**config.mk**
```make
export PLATFORM = sky130hd
export DESIGN_NAME = crt_fifo
export DESIGN_NICKNAME = d
export VERILOG_FILES = /design/src/crt_pkg.sv /design/src/crt_fifo.sv
export SDC_FILE = /design/constraint.sdc
export NUM_CORES = 1
export LEC_CHECK = 0
export BUFFER_PORTS_ARGS = -buffer_cell sky130_fd_sc_hd__buf_2
export CORE_MARGIN = 2
export CORE_UTILIZATION = 45
export CTS_BUF_LIST = sky130_fd_sc_hd__clkbuf_8
export DETAILED_ROUTE_END_ITERATION = 10
export PLACE_DENSITY_LB_ADDON = 0.2
export SETUP_SLACK_MARGIN = 0.2
export SLEW_MARGIN = 0
export SYNTH_ARGS = -nofsm -noshare
export SYNTH_HDL_FRONTEND = slang
export SYNTH_SLANG_ARGS = --single-unit
```
**constraint.sdc**
```tcl
create_clock -name aclk -period 4.3 [get_ports aclk]
set_clock_uncertainty 0.05 [all_clocks]
set_input_delay 1.075 -clock aclk [delete_from_list [all_inputs] [get_ports aclk]]
set_output_delay 1.075 -clock aclk [all_outputs]
set_load 0.02 [all_outputs]
```
**src/crt_pkg.sv**
```systemverilog
package crt_pkg;

    localparam int COORD_BITS_DEF = 24;
    localparam int QUEUE_DEPTH    = 2;

    typedef enum logic [1:0] {
        KIND_CIRC_CIRC = 2'd0,
        KIND_RECT_RECT = 2'd1,
        KIND_CIRC_RECT = 2'd2,
        KIND_RECT_CIRC = 2'd3
    } kind_t;

endpackage

```
**src/crt_fifo.sv**
```systemverilog
module crt_fifo #(
    parameter int DATA_W = 8
) (
    input  logic              aclk,
    input  logic              aresetn,
    input  logic              wr_valid,
    output logic              wr_ready,
    input  logic [DATA_W-1:0] wr_data,
    output logic              rd_valid,
    input  logic              rd_ready,
    output logic [DATA_W-1:0] rd_data
);

    localparam int DEPTH = crt_pkg::QUEUE_DEPTH;
    localparam int PW    = (DEPTH > 1) ? $clog2(DEPTH) : 1;
    localparam int CW    = $clog2(DEPTH + 1);

    logic [DATA_W-1:0] mem [DEPTH];
    logic [PW-1:0] wptr_reg, rptr_reg;
    logic [CW-1:0] count_reg;
    logic push, pop;

    assign wr_ready = (count_reg != CW'(DEPTH));
    assign rd_valid = (count_reg != '0);
    assign push     = wr_valid && wr_ready;
    assign pop      = rd_valid && rd_ready;
    assign rd_data  = mem[rptr_reg];

    always_ff @(posedge aclk) begin
        if (!aresetn) begin
            wptr_reg  <= '0;
            rptr_reg  <= '0;
            count_reg <= '0;
        end else begin
            if (push) begin
                wptr_reg <= (wptr_reg == PW'(DEPTH - 1)) ? '0 : wptr_reg + 1'b1;
            end
            if (pop) begin
                rptr_reg <= (rptr_reg == PW'(DEPTH - 1)) ? '0 : rptr_reg + 1'b1;
            end
            if (push && !pop) begin
                count_reg <= count_reg + 1'b1;
            end else if (pop && !push) begin
                count_reg <= count_reg - 1'b1;
            end
        end
    end

    always_ff @(posedge aclk) begin
        if (push) begin
            mem[wptr_reg] <= wr_data;
        end
    end

endmodule

```
### Yosys cells after proc, flatten, opt, wreduce, memory -nomap -nowiden

Memory sizes are Yosys's and may differ from the RTL's. A register that Yosys moved wholly into a read port is not among the register bits.
Index checks and enable logic that the tools add are counted.

* shifts and indexed selects: 0
* $mul: 0
* $add $sub $neg: 4
* reduce and logical (&&, ||, !) cells: 8
* mux-type cells: 8
* order comparisons: 0
* bitwise operators: 0
* equal/unequal tests: 1
* div/mod/pow operators: 0

Operator list (count)
* $mux 1: 6
* $logic_and 1x1->1: 4
* $mux 2: 2
* $reduce_bool 2->1: 2
* $add 1x1->1 const B: 2
* $add 2x1->2 const B: 1
* $logic_not 1->1: 2
* $ne 2x2->1 const B: 1
* $sub 2x1->2 const B: 1

* bits in latches: 0
* memory bits (read-only): 0
* output and inout bits: 10
* memories: 1
* flip-flop bits (word level): 4
* input bits: 12
* logic and storage cells: 25
* bits in writable memories: 16

Memory list
* mem: words 2, bits a word 8, rd ports 1, clocked after memory_dff 1, write ports 1, RTL line crt_fifo.sv:18 `logic [DATA_W-1:0] mem [DEPTH];`

### Logic depth before layout (Yosys ltp)

* word-level depth: 6
* mapped depth: 6
* gate-level depth less buffers: 6

### Worst setup path before layout

No wires, ideal clock.

* path type: in2reg
* start: input rd_ready
* end: register count_reg[1]
* buffers on the path: 0
* stages on the path: 4
* data arrival time: 2004 ps
* data required time: 4180 ps
* library setup time: 70 ps
* setup slack: 2176 ps
* cells stage by stage: o21ai_0 -> ha_1 -> or3_1 -> a21oi_1

* longest elaborated chain between the ends: 4

Ends and longest elaborated chain
* start: declaration: RTL line crt_fifo.sv:10 `input logic rd_ready,`
* $logic_and 1x1->1 *: RTL line crt_fifo.sv:26 `assign pop = rd_valid && rd_ready;`
* $logic_not 1->1: RTL line crt_fifo.sv:41 `if (push && !pop) begin`
* $logic_and 1x1->1: RTL line crt_fifo.sv:41
* $mux 2 / $reduce_bool 2->1 (equally long branches)
* end signal: assignment: RTL line crt_fifo.sv:42 `count_reg <= count_reg + 1'b1;`
* end signal: assignment: RTL line crt_fifo.sv:44 `count_reg <= count_reg - 1'b1;`
* end: declaration: RTL line crt_fifo.sv:20 `logic [CW-1:0] count_reg;`

Mark *: on every way between the ends. The rest lies on a longest branch, timed or not.
A chain may end at the register's enable or synchronous reset.

==> results.tsv <==
metric	value	unit
drc_errors	0	
layout_setup_ws	1.86	ns
gp_congestion	0.653	
cp.arrival	1.32	ns
ys_top_cells_by_area	edfxtp_1, dfxtp_1, mux2_2	
netlist.area_leader.share	0.594	
layout_commonest_cell	buf_2	
post_dp_cell_area	941	um2
numCtsBuffers	3	
grt_use_total	0.132	
viasPerCell	4.65	
port-buffer-count	21	
drt-total-wl	1210	um
cts_tree	done	
ios	22	
grt_max_degree	13	
grt_pass1_wl	1870	um
syn_area	810	um2
ys_seq_elements	21	
final_cells	99	
cp-start-kind	register	
relSlewSlack	0.760	
cts_buffer_depth	2	
die_x	46.4	um
final_area	987	um2
dp_slack	2.02	ns
worst_slew_pin_slew	0.360	ns
rows	15	
dp_cells	95	
die_area	2150	um2
power.density	605	nW/um2
reg2reg_to	count_reg[1]$_SDFFE_PN0P_	
via_count	460	
grt_overflow	0	
synth_top_cell_by_area	edfxtp_1	
layout_common_cells	buf_2, edfxtp_1, mux2_2, dfxtp_1	
cp-end-kind	output pin	
area_delta_synth_final	21.9	%
grt_pass1_vias	438	
yosysUniqueCellTypes	17	
finalHoldViolations	0	
yosysSeqAreaShare	0.717	
cts.sinks	21	
clkTransAtPathRegs	0.07	ns
ys_warn_count	0	
layout.nets	88	
fmax	410	MHz
post-route-util	0.578	
min_period	2.44	ns
post-cts-setup-buffer-count	0	
cp_max_fo	8	
fp.dieH	46.4	um
finalSetupViolCount	0	
min_path_cells	2	
irDropWorstVdd	0.374	mV
worstSkewPairLatency	0.26	ns
drive_above_1_share	0.486	
fp.coreArea	1710	um2
reg2reg_setup_slack	2.67	ns
reg2reg_depth	5	
post-route-period-util	0.568	
syn-num-nets	63	
maxCapViolCount	0	
ctsHoldBuffers	0	
cts_resized	0	
holdCritPathClass	register to register	
syn_inst	50	
antenna_found_initial	0	
syn_avg_cell_area	16.2	um2
wl_per_cell	12.3	um
diodes	0	
worstSetupPathType	register to output pin	
htreeDepth	1	
ant_nets	0	
reg2reg_from	count_reg[0]$_SDFFE_PN0P_	
start_util	0.474	
largest_reg_flops	16	
worst-endpoint-required	3.17	ns
leakagePower	0.398	nW
slew_violations	0	
drtIter0Drc	8	
drt_first_pass_iters	2	
cts-root-buf	clkbuf_8	
min_from	rptr_reg$_SDFFE_PN0P_	
setup_tns	0	ns
rsz0062_at_grt	no	
outcome	complete, no violations	
## critical path, cell delays in order (launching register included)
cell	delay, ns
dfxtp_1	0.52
mux2_2	0.38
buf_2	0.16
## kinds of logic (layout without fill, tap and decap cells)
| family | after synthesis | after routing | share of synthesized area |
|---|---|---|---|
| muxes | 8 | 8 | 0.111 |
| and+or+nand+nor | 9 | 9 | 0.0711 |
| buffers and inverters | 3 | 27 | 0.0155 |
| adders and majority gates | 1 | 1 | 0.0155 |
| xor gates and xnor gates | 3 | 3 | 0.0325 |
| DFF | 21 | 21 | 0.717 |
| AOI/OAI and AO/OA | 5 | 5 | 0.0371 |
## metrics by stage
step | hold WS (ns) | power [mW]
finish | 0.470 | 0.597
global route | 0.528 | 0.631
CTS | 0.470 | 0.605
detailed placement | 0.441 | 0.478
global placement | 0.457 | 0.474
floorplan | 0.422 | 0.425
## Yosys cell counts
cell       n
and2_1     1
o21ai_0    2
nor2_1     3
a21oi_1    2
inv_1      2
ha_1       1
or2_2      1
or3_1      1
mux2_2     8
nand3b_1   1
edfxtp_1  16
buf_2      1
xor2_1     3
and3_1     1
a21bo_2    1
dfxtp_1    5
nand2b_4   1
## layout make-up
cell class              instances  area (um2)
repair buffers                 21         105
flip-flops and latches         21         581
clock buffers                   3        41.3
well taps                      25        31.3
clock inverters                 1        5.00
inverters                       2        7.51
fillers                       137         721
multi-input cells              26         216
## worst max path at each step
stage | from | end
2_1_floorplan | rd_ready | count_reg[1]$_SDFFE_PN0P_
3_3_place_gp | wr_valid | count_reg[1]$_SDFFE_PN0P_
3_5_place_dp | wr_valid | count_reg[1]$_SDFFE_PN0P_
4_1_cts | register | rd_data[7]
5_1_grt | register | rd_data[7]
6_report | register | rd_data[7]
## power breakdown
group,switching (mW),internal (mW)
Combinational,0.102,0.0851
Clock,0.0602,0.0644
Sequential,0.0278,0.258
Total,0.190,0.407
## per-layer routing
layer,track usage,vias to the layer above,part of all wire
met5,0,-,0
met4,0.103,0,0.022
met3,0.0431,4,0.063
met2,0.203,16,0.49
met1,0.151,211,0.42
li1,-,229,-
Power figures use the tool's default switching activity.
