<file path="src/crt_pkg.sv">
package crt_pkg;

    localparam int COORD_BITS_DEF = 24;
    localparam int QUEUE_DEPTH    = 2;

    typedef enum logic [1:0] {
        KIND_CIRC_CIRC = 2'd0,
        KIND_RECT_RECT = 2'd1,
        KIND_CIRC_RECT = 2'd2,
        KIND_RECT_CIRC = 2'd3
    } kind_t;

endpackage

</file>
<file path="src/crt_front.sv">
// Unpacks a word, works out the center offset in doubled units and maps every kind
// onto one test: circle of radius d against a box of half sizes w, h, all in doubled units.
module crt_front #(
    parameter int COORD_BITS = crt_pkg::COORD_BITS_DEF
) (
    input  logic                        aclk,
    input  logic                        aresetn,
    input  logic                        s_tvalid,
    output logic                        s_tready,
    input  logic [((8*COORD_BITS-4+7)/8)*8-1:0] s_tdata,
    input  logic [1:0]                  s_tuser,
    output logic                        job_valid,
    input  logic                        job_ready,
    output logic signed [COORD_BITS+1:0] job_ex,
    output logic signed [COORD_BITS+1:0] job_ey,
    output logic [COORD_BITS-1:0]       job_d,
    output logic [COORD_BITS-1:0]       job_w,
    output logic [COORD_BITS-1:0]       job_h
);

    localparam int C   = COORD_BITS;
    localparam int S   = COORD_BITS - 1;
    localparam int RB  = 2*C + 2*S;

    logic [C-1:0] lx, ly, rx, ry;
    logic [S-1:0] lw, lh, rw, rh;
    logic [C-1:0] wsum, hsum;
    logic signed [C+1:0] ex_next, ey_next;
    logic [C-1:0] d_next, w_next, h_next;
    logic valid_reg;
    logic signed [C+1:0] ex_reg, ey_reg;
    logic [C-1:0] d_reg, w_reg, h_reg;
    crt_pkg::kind_t kind;

    assign lx = s_tdata[C-1:0];
    assign ly = s_tdata[2*C-1:C];
    assign lw = s_tdata[2*C+S-1:2*C];
    assign lh = s_tdata[2*C+2*S-1:2*C+S];
    assign rx = s_tdata[RB+C-1:RB];
    assign ry = s_tdata[RB+2*C-1:RB+C];
    assign rw = s_tdata[RB+2*C+S-1:RB+2*C];
    assign rh = s_tdata[RB+2*C+2*S-1:RB+2*C+S];
    assign kind = crt_pkg::kind_t'(s_tuser);

    assign wsum = {1'b0, lw} + {1'b0, rw};
    assign hsum = {1'b0, lh} + {1'b0, rh};

    // offset is symmetric under swap, so always left minus right
    assign ex_next = $signed({lx[C-1], lx, 1'b0}) - $signed({rx[C-1], rx, 1'b0});
    assign ey_next = $signed({ly[C-1], ly, 1'b0}) - $signed({ry[C-1], ry, 1'b0});

    always_comb begin
        unique case (kind)
            crt_pkg::KIND_CIRC_CIRC: begin
                d_next = wsum;
                w_next = '0;
                h_next = '0;
            end
            crt_pkg::KIND_RECT_RECT: begin
                d_next = '0;
                w_next = wsum;
                h_next = hsum;
            end
            crt_pkg::KIND_CIRC_RECT: begin
                d_next = {1'b0, lw};
                w_next = {1'b0, rw};
                h_next = {1'b0, rh};
            end
            default: begin
                d_next = {1'b0, rw};
                w_next = {1'b0, lw};
                h_next = {1'b0, lh};
            end
        endcase
    end

    assign s_tready = !valid_reg || job_ready;

    always_ff @(posedge aclk) begin
        if (!aresetn) begin
            valid_reg <= 1'b0;
        end else if (s_tready) begin
            valid_reg <= s_tvalid;
        end
    end

    always_ff @(posedge aclk) begin
        if (s_tvalid && s_tready) begin
            ex_reg <= ex_next;
            ey_reg <= ey_next;
            d_reg  <= d_next;
            w_reg  <= w_next;
            h_reg  <= h_next;
        end
    end

    assign job_valid = valid_reg;
    assign job_ex    = ex_reg;
    assign job_ey    = ey_reg;
    assign job_d     = d_reg;
    assign job_w     = w_reg;
    assign job_h     = h_reg;

endmodule

</file>
<file path="config.mk">
export PLATFORM = sky130hd
export DESIGN_NAME = crt_front
export DESIGN_NICKNAME = d
export VERILOG_FILES = /design/src/crt_pkg.sv /design/src/crt_front.sv
export SDC_FILE = /design/constraint.sdc
export NUM_CORES = 1
export LEC_CHECK = 0
export BUFFER_PORTS_ARGS = -buffer_cell sky130_fd_sc_hd__buf_2
export CORE_ASPECT_RATIO = 1.5
export CORE_MARGIN = 8
export CORE_UTILIZATION = 44
export CTS_CLUSTER_SIZE = 24
export DETAILED_ROUTE_END_ITERATION = 8
export GPL_TIMING_DRIVEN = 0
export PLACE_DENSITY_LB_ADDON = 0.08
export SLEW_MARGIN = 10
export SYNTH_ARGS = -nofsm -noshare
export SYNTH_HDL_FRONTEND = slang
export SYNTH_SLANG_ARGS = --single-unit
</file>
<file path="constraint.sdc">
create_clock -name aclk -period 4.09 [get_ports aclk]
set_input_delay 0.6135 -clock aclk [delete_from_list [all_inputs] [get_ports aclk]]
set_output_delay 0.6135 -clock aclk [all_outputs]
set_load 0.005 [all_outputs]
</file>
# Yosys cells after proc, flatten, opt, wreduce, memory -nomap -nowiden
# Index checks and enable logic that the tools add are counted.
# classes
add_sub_neg,4
n_eq_ne,2
n_mux,3
reduce_logical,4
# op_table
cell,n
24-bit case mux with 3 select lines,3
25-bit by 25-bit subtractor with 26-bit output,2
23-bit by 23-bit adder with 24-bit output,2
"2-bit by 1-bit == test with 1-bit output, second input constant",1
"2-bit == test, second input constant",1
2-bit logical NOT,1
1-bit logical AND,1
1-bit logical NOT,1
1-bit logical OR,1
# totals
register_bits,125
in_bits,198
output_inout_bits,126
elab_cells,19

# Depth between registers and ports, before layout
# Gate-level depths: netlist (run 1).
# depth
word_depth,3
ltp_mapped,11
depth_no_buf,11

# Worst setup path after synthesis (run 1)
# Ideal clock, no wire load.
# synth_timing
path_type,input port to flip-flop
from,input job_ready
to,"register d_reg[0], in the netlist job_d[0] (enable)"
setup_time_ns,0.496
arrival_ns,3.580
required_ns,3.594
setup_slack_ns,0.014
stages,2
n_path_buf,0
path_cell_list,nand2b_1 -> and2_1
# synth_between
elab_chain_cells,2
# synth_lines
element,line,rtl
start: declaration,crt_front.sv:13,"input logic job_ready,"
1-bit logical OR,crt_front.sv:77,assign s_tready = !valid_reg || job_ready;
1-bit logical AND,crt_front.sv:88,if (s_tvalid && s_tready) begin
end signal: assignment,crt_front.sv:91,d_reg <= d_next;
end: declaration,crt_front.sv:32,"logic [C-1:0] d_reg, w_reg, h_reg;"
# No other way between the ends.
# A chain may end at the register's enable or synchronous reset.

# Worst setup path after layout (run 1)
# layout_timing
from,input s_tdata[48]
to,"register w_reg[22], in the netlist job_w[22], data pin"
# layout_between
elab_chain_cells,2
# layout_lines
element,line,rtl
start: declaration,crt_front.sv:10,"input logic [((8*COORD_BITS-4+7)/8)*8-1:0] s_tdata,"
23-bit by 23-bit adder with 24-bit output,crt_front.sv:45,"assign wsum = {1'b0, lw} + {1'b0, rw};"
24-bit case mux with 3 select lines,crt_front.sv:53,unique case (kind)
net w_next[22],crt_front.sv:29,"logic [C-1:0] d_next, w_next, h_next;"
end signal: assignment,crt_front.sv:92,w_reg <= w_next;
end: declaration,crt_front.sv:32,
# The timed path passes the listed nets, and every way through them passes these cells.

==> results of run 1 <==
==> cell usage after synthesis, types with 21 or more instances <==
master	count	area share
nand3_1	37	0.019
xor2_1	35	0.032
nand2_1	80	0.031
o21ai_0	77	0.040
a21o_1	35	0.027
o21ai_1	21	0.011
o21a_1	23	0.018
edfxtp_1	122	0.38
xnor2_1	39	0.036
nor2_1	74	0.029
inv_1	74	0.029
ha_1	94	0.12
a21oi_1	88	0.046
clkbuf_1	23	0.0090
==> report_power, final <==
part | leakage, nW | switching, mW | internal [mW] | total [mW]
clock | 0.258 | 0.596 | 0.830 | 1.43
sequential | 1.21 | 0.0327 | 1.57 | 1.60
combinational | 4.10 | 0.697 | 0.541 | 1.24
==> per-layer routing <==
layer / vias up / GRT usage / share of wire
met2: 385 / 0.423 / 0.53
met3: 78 / 0.0665 / 0.082
met4: 8 / 0.122 / 0.040
met5: - / 0 / 0.0015
li1: 4479 / - / -
met1: 4137 / 0.215 / 0.35
==> critical path: cells and delay by family <==
kind	cells	cell delay, ns
compound gates	6	1.69
fa+ha+maj	2	0.40
simple gates	1	0.20
buf+inv	2	0.19
xor+xnor	1	0.19
==> sequential cells by signal, indices dropped and copies added, names as in the netlist <==
| name | cells |
|---|---|
| job_d | 24 |
| job_ex | 25 |
| job_ey | 25 |
| job_h | 24 |
| job_valid | 1 |
| job_w | 24 |
==> cell families after synthesis <==
group                      share of synthesized area
adders and majority gates                      0.131
AOI/OAI and AO/OA                              0.236
muxes                                         0.0132
xor gates and xnor gates                      0.0678
and+or+nand+nor                                0.123
buffers and inverters                         0.0436
other                                       0.000392
DFF                                            0.385
==> metrics by stage <==
stage | utilization | power, mW
CTS | 0.563 | 4.31
global route | 0.563 | 4.49
detailed placement | 0.537 | 2.87
global placement | 0.535 | 2.85
finish | 0.564 | 4.27
floorplan | - | 2.41
==> area by class of cell <==
| type | count | share of cell area |
|---|---|---|
| Tap cell | 272 | 0.0281 |
| Antenna cell | 7 | 0.00145 |
| Inverter | 75 | 0.0233 |
| Clock inverter | 15 | 0.0104 |
| Multi-Input combinational cell | 792 | 0.451 |
| Sequential cell | 123 | 0.304 |
| Clock buffer | 17 | 0.0352 |
| Buffer | 34 | 0.0112 |
| Timing Repair Buffer | 318 | 0.135 |
==> worst max-delay path by stage <==
stage          slack [ns]  cells past startpoint              endpoint   startpoint
2_1_floorplan        0.01                      2    job_d[0]$_DFFE_PP_    job_ready
3_3_place_gp        -1.37                      3  job_ex[10]$_DFFE_PP_    job_ready
3_5_place_dp         0.50                     12   job_w[22]$_DFFE_PP_  s_tdata[48]
4_1_cts              0.96                     12   job_w[22]$_DFFE_PP_  s_tdata[48]
5_1_grt              0.82                     12   job_w[22]$_DFFE_PP_  s_tdata[48]
6_report             0.93                     12   job_w[22]$_DFFE_PP_  s_tdata[48]
==> results_dict.tcl, run 1 <==
set metrics [dict create \
    status "finished clean" \
    maxCapViolations 0 \
    r2r_slack_ns 2.18 \
    worstPathMaxFanout 4 \
    crit_required_ns 4.22 \
    cts_buffer_depth 2 \
    ys_seq_area_frac 0.385 \
    finalCritPeriodShare 0.773 \
    grt_pass1_wl_um 46900 \
    maxSlewHeadroom 0.493 \
    cts_root_buffer "clkbuf_16" \
    start_util 0.445 \
    grt_setup_unrepaired "false" \
    dpl_cell_area_um2 11500 \
    whs_endpoint "job_valid$_SDFFE_PN0N_" \
    clkTransAtPathRegs_ns 0.06 \
    min_from "aresetn" \
    final_common_cell "buf_2" \
    rr_endpoint "job_ex[5]$_DFFE_PP_" \
    synth_edf_count 122 \
    synthCells 1023 \
    tritoncts "built" \
    maxSlewViolCount 0 \
    syn2layout_area_growth_pct 26.6 \
    dieArea_um2 26800 \
    cts.sinks 123 \
    postRouteAntennaNets 0 \
    cts_max_level 4 \
    grt-ovfl-total 0 \
    slowest_stage "o311a_2" \
    finalCriticalPeriod_ns 3.16 \
    drtIter0Drc 544 \
    port_buffers 316 \
    yosys_warnings 0 \
    core_area_um2 21500 \
    grt_max_degree 46 \
    synth_cell_types 71 \
    crit_chain "buf_2, ha_1, inv_1, fa_1, and2b_1, o31a_1, o311a_2, o31ai_4, o41a_1, a31o_1, xor2_1, o221ai_1" \
    grt_pass1_vias 9258 \
    timing.fmax_mhz 316 \
    dieHeight_um 197 \
    cp-end-kind "flip-flop" \
    stdcell_count 1653 \
    wire_per_inst_um 18.6 \
    ys_ff_latch 123 \
    io_pins 324 \
    final_cell_mix "316 x buf_2, 122 x edfxtp_1, 94 x ha_1" \
    vias_per_cell 5.50 \
    start_kind "primary input" \
    final_layout_size_suffix_gt1_frac 0.269 \
    drc 0 \
    setup_slack_ns 0.929 \
    async_flop_share 0 \
    min_path_cells 2 \
    skew_ns 0.0105 \
    min_path_type "in -> reg" \
    worst_pin_slew_ns 0.760 \
    insertion_delay_ns 0.43 \
    cts_resized 0 \
    multi_input_area_um2 5460 \
    reg2regPathDepth 4 \
    hold_violations 0 \
    numCtsBuffers 17 \
    timing.rr.start "job_valid$_SDFFE_PN0N_" \
    hold_buffers 0 \
    place.gp.congestion 0.916 \
    dp.cells 1614 \
    nets 1657 \
    tns_ns 0 \
    vdd_drop_max_uv 202 \
    ys.flop_type "edfxtp_1" \
    p_per_area_nw_per_um2 353 \
    fp-row-count 66 \
    num_vias 9087 \
    leakage_nw 5.57 \
    worst_hold_slack_ns 0.435 \
    drtPass1Iterations 5 \
    postCtsSetupRepairBufs 0 \
    drt_wl_total_um 30800 \
    critPathKind "in -> reg" \
    grt_use_total 0.227 \
    place_ws_ns 0.496 \
    slowest_delay_ns 0.39 \
    finalInstanceArea_um2 12100 \
    synth_area_um2 9560 \
    regArea_um2 3680 \
    syn_avg_cell_area_um2 9.34 \
    grt_antenna_before_repair 11 \
    fillers 2027 \
    setup_viol 0 \
    post-dp-hpwl_um 25200 \
    worst_ep_arrival_time_ns 3.29 \
    dieWidth_um 136 \
]
Note: power is estimated with default switching activity, not from simulation.
==> run 2: changes to the inputs <==
Settings changed: ABC_AREA set to 1.
Clock period 4.09 ns to 2.6 ns, I/O delays scaled along.
==> run 2 against run 1 <==
Final area increased by 13%. Critical endpoint is now job_h[18]$_DFFE_PP_. Die area increased by 13%. Largest power group unchanged. Final cell count up 37%.
==> results_dict.tcl, run 2 <==
set metrics [dict create \
    status "finished clean" \
    cts.sinks 123 \
    wire_per_inst_um 17.6 \
    grt_use_total 0.257 \
    worst_ep_arrival_time_ns 2.26 \
    synth_edf_count 122 \
    tritoncts "built" \
    fin_total_pwr_mw 7.12 \
    synth_top_area_cell "edfxtp_1" \
    synth_common_cells "537 x nand2_1, 270 x inv_1, 131 x nand3_1, 122 x edfxtp_1, 114 x nor2_1" \
    critPathKind "in -> reg" \
    ys_seq_area_frac 0.336 \
    multi_input_area_um2 6170 \
    port_buffers 317 \
    grt_pass1_vias 11816 \
    maxCapViolations 0 \
    worstPathMaxFanout 5 \
    async_flop_share 0 \
    crit_top_cell "nand2_1" \
    slowest_stage "ha_1" \
    post-dp-hpwl_um 33700 \
    timing.rr.start "job_valid$_SDFFE_PN0N_" \
    vdd_drop_max_uv 451 \
    leakage_nw 7.31 \
    start_util 0.443 \
    postRouteAntennaNets 0 \
    drc 0 \
    synthCells 1584 \
    cts_root_buffer "clkbuf_16" \
    syn_avg_cell_area_um2 6.93 \
    yosys_warnings 0 \
    hold_buffers 0 \
    num_vias 11499 \
    place.gp.congestion 0.974 \
    rr_endpoint "job_ex[13]$_DFFE_PP_" \
    worst_pin_slew_ns 0.838 \
    grt_max_degree 29 \
    fillers 2496 \
    crit_chain "buf_2, ha_1, nand2_1, nor2_1, inv_1, nor2_1, nand4_1, nand3_1, nand2_1, nand3_1, nand2_1" \
    critical_path.top_delay_family "simple AND/OR/NAND/NOR gates" \
    cts_max_level 4 \
    fp-row-count 71 \
    grt-ovfl-total 0 \
    cts_resized 0 \
    final_common_cell "nand2_1" \
    worst_hold_slack_ns 0.205 \
    core_area_um2 24800 \
    setup_viol 0 \
    synthTopCellsByArea "edfxtp_1 33%, nand2_1 18%, ha_1 11%" \
    final_layout_size_suffix_gt1_frac 0.194 \
    vias_per_cell 5.07 \
    setup_slack_ns 0.520 \
    clkTransAtPathRegs_ns 0.06 \
    drtPass1Iterations 5 \
    grt_antenna_before_repair 9 \
    min_path_cells 2 \
    dieWidth_um 145 \
    timing.fmax_mhz 481 \
    insertion_delay_ns 0.43 \
    r2r_slack_ns 0.97 \
    finalCriticalPeriod_ns 2.08 \
    crit_required_ns 2.78 \
    maxSlewHeadroom 0.441 \
    cp-end-kind "flip-flop" \
    final_cell_mix "537 x nand2_1, 326 x buf_2, 268 x inv_1" \
    numCtsBuffers 17 \
    synth_area_um2 11000 \
    syn2layout_area_growth_pct 24.7 \
    io_pins 324 \
    grt_pass1_wl_um 60600 \
    synth_cell_types 43 \
    start_kind "primary input" \
    finalCritPeriodShare 0.800 \
    min_path_type "in -> reg" \
    regArea_um2 3680 \
    cts_buffer_depth 2 \
    worst-path-buf-inv 2 \
    nets 2222 \
    ys_ff_latch 123 \
    whs_endpoint "job_valid$_SDFFE_PN0N_" \
    ys.flop_type "edfxtp_1" \
    hold_violations 0 \
    maxSlewViolCount 0 \
    slowest_delay_ns 0.42 \
    grt_setup_unrepaired "false" \
    dieHeight_um 209 \
    skew_ns 0.00811 \
    drt_wl_total_um 39900 \
    postCtsSetupRepairBufs 0 \
    drtIter0Drc 456 \
    place_ws_ns 0.102 \
    post-route-util 0.552 \
    synth_top_cell_area_share 0.334 \
    reg2regPathDepth 4 \
    tns_ns 0 \
    synth_most_common_cell "nand2_1" \
    min_from "aresetn" \
    p_per_area_nw_per_um2 521 \
    dieArea_um2 30300 \
]
run 2: changes by cell type after synthesis, sizes merged, moves of 10 or more:
cell and delta:
nand2 +457, nand3b +11, a211oi -13, o21a -22
xnor2 -27, nor2 +42, a21o -32, nor2b -10
o21ai -56, clkbuf -16, nand2b -14, inv +200
nand3 +94
run 2: logic make-up (layout without fill, tap and decap cells):
| family | after synthesis | in the layout | synth area share |
|---|---|---|---|
| flip-flops | 123 | 123 | 0.336 |
| adder cells (fa/ha/maj) | 98 | 98 | 0.115 |
| buffers and inverters | 295 | 649 | 0.103 |
| XOR/XNOR | 42 | 42 | 0.0335 |
| AO/OA/AOI/OAI | 184 | 184 | 0.0954 |
| AND/OR/NAND/NOR | 841 | 841 | 0.317 |
| other | 1 | 5 | 0.000342 |
run 2: stage by stage:
stage,cell area (um2),std cells
floorplan,11000,1585
global placement,13000,2230
detailed placement,13100,2235
CTS,13700,2267
global route,13700,2270
finish,13700,2270
run 2: worst max path at each step:
stage / slack (ns) / cells past startpoint / to / startpoint
finish: 0.52 / 11 / job_h[18]$_DFFE_PP_ / s_tdata[83]
global route: 0.43 / 14 / job_w[16]$_DFFE_PP_ / s_tdata[48]
CTS: 0.57 / 11 / job_h[18]$_DFFE_PP_ / s_tdata[83]
detailed placement: 0.10 / 11 / job_h[18]$_DFFE_PP_ / s_tdata[83]
global placement: -1.40 / 3 / job_ex[13]$_DFFE_PP_ / job_ready
floorplan: -0.25 / 2 / job_d[0]$_DFFE_PP_ / job_ready
run 2: area by class of cell:
type | count | share of cell area
inverter | 275 | 0.0764
multi-input combinational | 1167 | 0.451
antenna | 3 | 0.000549
sequential | 123 | 0.269
clock inverter | 8 | 0.00695
timing repair buffer | 322 | 0.124
clock buffer | 24 | 0.0345
tap | 328 | 0.0300
buffer | 20 | 0.00714
run 2: metal layers:
metal | share of wire | global-route usage | up-vias
li1 | - | - | 5844
met1 | 0.34 | 0.230 | 5204
met2 | 0.55 | 0.506 | 337
met3 | 0.058 | 0.0640 | 102
met4 | 0.051 | 0.149 | 12
met5 | 0.0019 | 0 | -
run 2: power by group:
| part | switching [mW] | internal [mW] | leakage [nW] | total, mW |
|---|---|---|---|---|
| logic | 1.37 | 0.825 | 5.83 | 2.20 |
| registers | 0.0578 | 2.47 | 1.21 | 2.53 |
| clock network | 0.940 | 1.45 | 0.274 | 2.40 |
==> run 3: changes to the inputs <==
Clock period 2.6 ns to 1.7 ns, I/O delays scaled along.
==> run 3 against run 2 <==
Critical path depth unchanged. Sequential power up 53%. Via count decreased by 0.65%. Largest power group unchanged. Utilization increased by 1.1 points. Worst setup slack worse by 0.42 ns. Combinational power grew 56%. Wire length is 5.8% lower. Critical endpoint is now job_d[20]$_DFFE_PP_. Global-route usage is 1.3 points lower. Non-clock buffer count grew 6. Die area did not move. Register-to-register slack got worse by 0.73 ns.
==> results_dict.tcl, run 3 (synthesis gave the netlist of run 2 again) <==
set metrics [dict create \
    final_common_cell "nand2_1" \
    clkTransAtPathRegs_ns 0.06 \
    insertion_delay_ns 0.43 \
    grt_pass1_wl_um 58900 \
    fp-row-count 71 \
    final_layout_size_suffix_gt1_frac 0.224 \
    numCtsBuffers 17 \
    worstPathMaxFanout 5 \
    min_path_type "in -> reg" \
    dieHeight_um 209 \
    start_kind "primary input" \
    cts_root_buffer "clkbuf_16" \
    timing.rr.start "job_valid$_SDFFE_PN0N_" \
    min_from "aresetn" \
    dieArea_um2 30300 \
    worst_pin_slew_ns 0.878 \
    switching_share 0.328 \
    leakage_nw 7.36 \
    worst_ep_arrival_time_ns 1.78 \
    drtIter0Drc 481 \
    postRouteAntennaNets 0 \
    tns_ns 0 \
    num_vias 11424 \
    critPathKind "in -> reg" \
    setup_viol 0 \
    drt_wl_total_um 37600 \
    port_buffers 317 \
    vdd_drop_max_uv 674 \
    status "finished clean" \
    timing.fmax_mhz 625 \
    dieWidth_um 145 \
    min_path_cells 2 \
    fin_total_pwr_mw 10.9 \
    core_area_um2 24800 \
    drc 0 \
    comb_power_share 0.313 \
    hold_violations 0 \
    grt_max_degree 28 \
    internal_power_mw 7.35 \
    syn2layout_area_growth_pct 27.1 \
    io_pins 324 \
    routedLengthMet1_um 14200 \
    top_layer "met5" \
    p_clk_frac 0.334 \
    final_cell_mix "525 x nand2_1, 326 x buf_2, 265 x inv_1" \
    cts_buffer_depth 2 \
    grt_antenna_before_repair 6 \
    p_switching_mw 3.59 \
    vias_per_cell 5.03 \
    tritoncts "built" \
    crit_required_ns 1.88 \
    crit_start "s_tdata[64]" \
    grt_pass1_vias 11595 \
    grt_use_total 0.243 \
    maxSlewHeadroom 0.415 \
    pwr-share-seq 0.353 \
    post-route-util 0.562 \
    drtPass1Iterations 5 \
    cts.sinks 123 \
    dr_wl_met2_um 19000 \
    wire_per_inst_um 16.6 \
    grt-ovfl-total 0 \
    p_per_area_nw_per_um2 785 \
    start_util 0.443 \
    cts_max_level 4 \
    skew_ns 0.00539 \
    hold_buffers 0 \
    maxCapViolations 0 \
    maxSlewViolCount 0 \
    wl_met3_um 2860 \
    cp-end-kind "flip-flop" \
    post-dp-hpwl_um 31200 \
    finalCritPeriodShare 0.941 \
    finalCriticalPeriod_ns 1.60 \
    reg2regPathDepth 4 \
    place.gp.congestion 0.924 \
    nets 2228 \
]
==> run 3: cell types whose count changed in the layout (fill, tap and decap cells not counted), moves of 8 or more <==
cell / previous run / this run
nand2_1: 537 / 525
a21oi_1: 93 / 82
a21oi_2: 1 / 12
nand2_2: 0 / 11
nand3_1: 131 / 122
nand3_2: 0 / 8
==> run 3: path summary, 6_finish.rpt <==
check / end / slack (ns)
worst min register to register: job_valid$_SDFFE_PN0N_ / 0.53
worst max-delay path: job_d[20]$_DFFE_PP_ / 0.10
worst max register to register: job_w[17]$_DFFE_PP_ / 0.24
worst min-delay path: job_valid$_SDFFE_PN0N_ / 0.07
==> run 3: routing by layer <==
metal | track usage | vias to the layer above
met5 | 0 | -
met4 | 0.115 | 12
met3 | 0.0772 | 84
met2 | 0.443 | 349
met1 | 0.248 | 5128
li1 | - | 5851
==> run 3: final cells by class <==
cell class                 count  area, um2
multi-input combinational   1167       6390
clock buffer                  19        433
inverter                     275       1050
tap                          328        410
sequential                   123       3680
antenna                        1       2.50
buffer                        20       97.6
clock inverter                10        128
fill                        2437      10800
timing repair buffer         328       1750
==> run 3: critical path, stage by stage <==
cell and delay, ns:
buf_2 0.12, ha_1 0.39, nand2_1 0.12, nor2_1 0.20, inv_1 0.07, nor2_1 0.12, nand3_1 0.16, nand3_1 0.12
nand2_1 0.07, nand3_1 0.07, nand3_1 0.08
==> run 3: power groups by stage <==
stage,sequential [mW],clock [mW],combinational (mW)
CTS,3.87,3.72,3.37
floorplan,3.98,0,1.99
global placement,3.94,0,3.28
detailed placement,3.92,0,3.34
finish,3.86,3.65,3.43
global route,3.89,3.85,3.86
==> run 3: what timing repair did <==
item | 4_1_cts | 5_1_grt
resized for setup | 2 | 41
gates cloned | 0 | 0
pin swaps | 1 | 6
setup endpoints to repair | 75 | 38
setup buffers | 1 | 5
==> run 3: stage by stage <==
| stage | hold WS (ns) | setup WS [ns] | area (um2) | std cells |
|---|---|---|---|---|
| 2_1_floorplan | 0.401 | -1.08 | 11100 | 1585 |
| 3_3_place_gp | 0.506 | -2.16 | 13100 | 2230 |
| 3_5_place_dp | 0.512 | -0.514 | 13200 | 2235 |
| 4_1_cts | 0.0520 | 0.00701 | 13800 | 2265 |
| 5_1_grt | 0.0705 | -0.00637 | 13900 | 2270 |
| 6_report | 0.0691 | 0.101 | 13900 | 2271 |
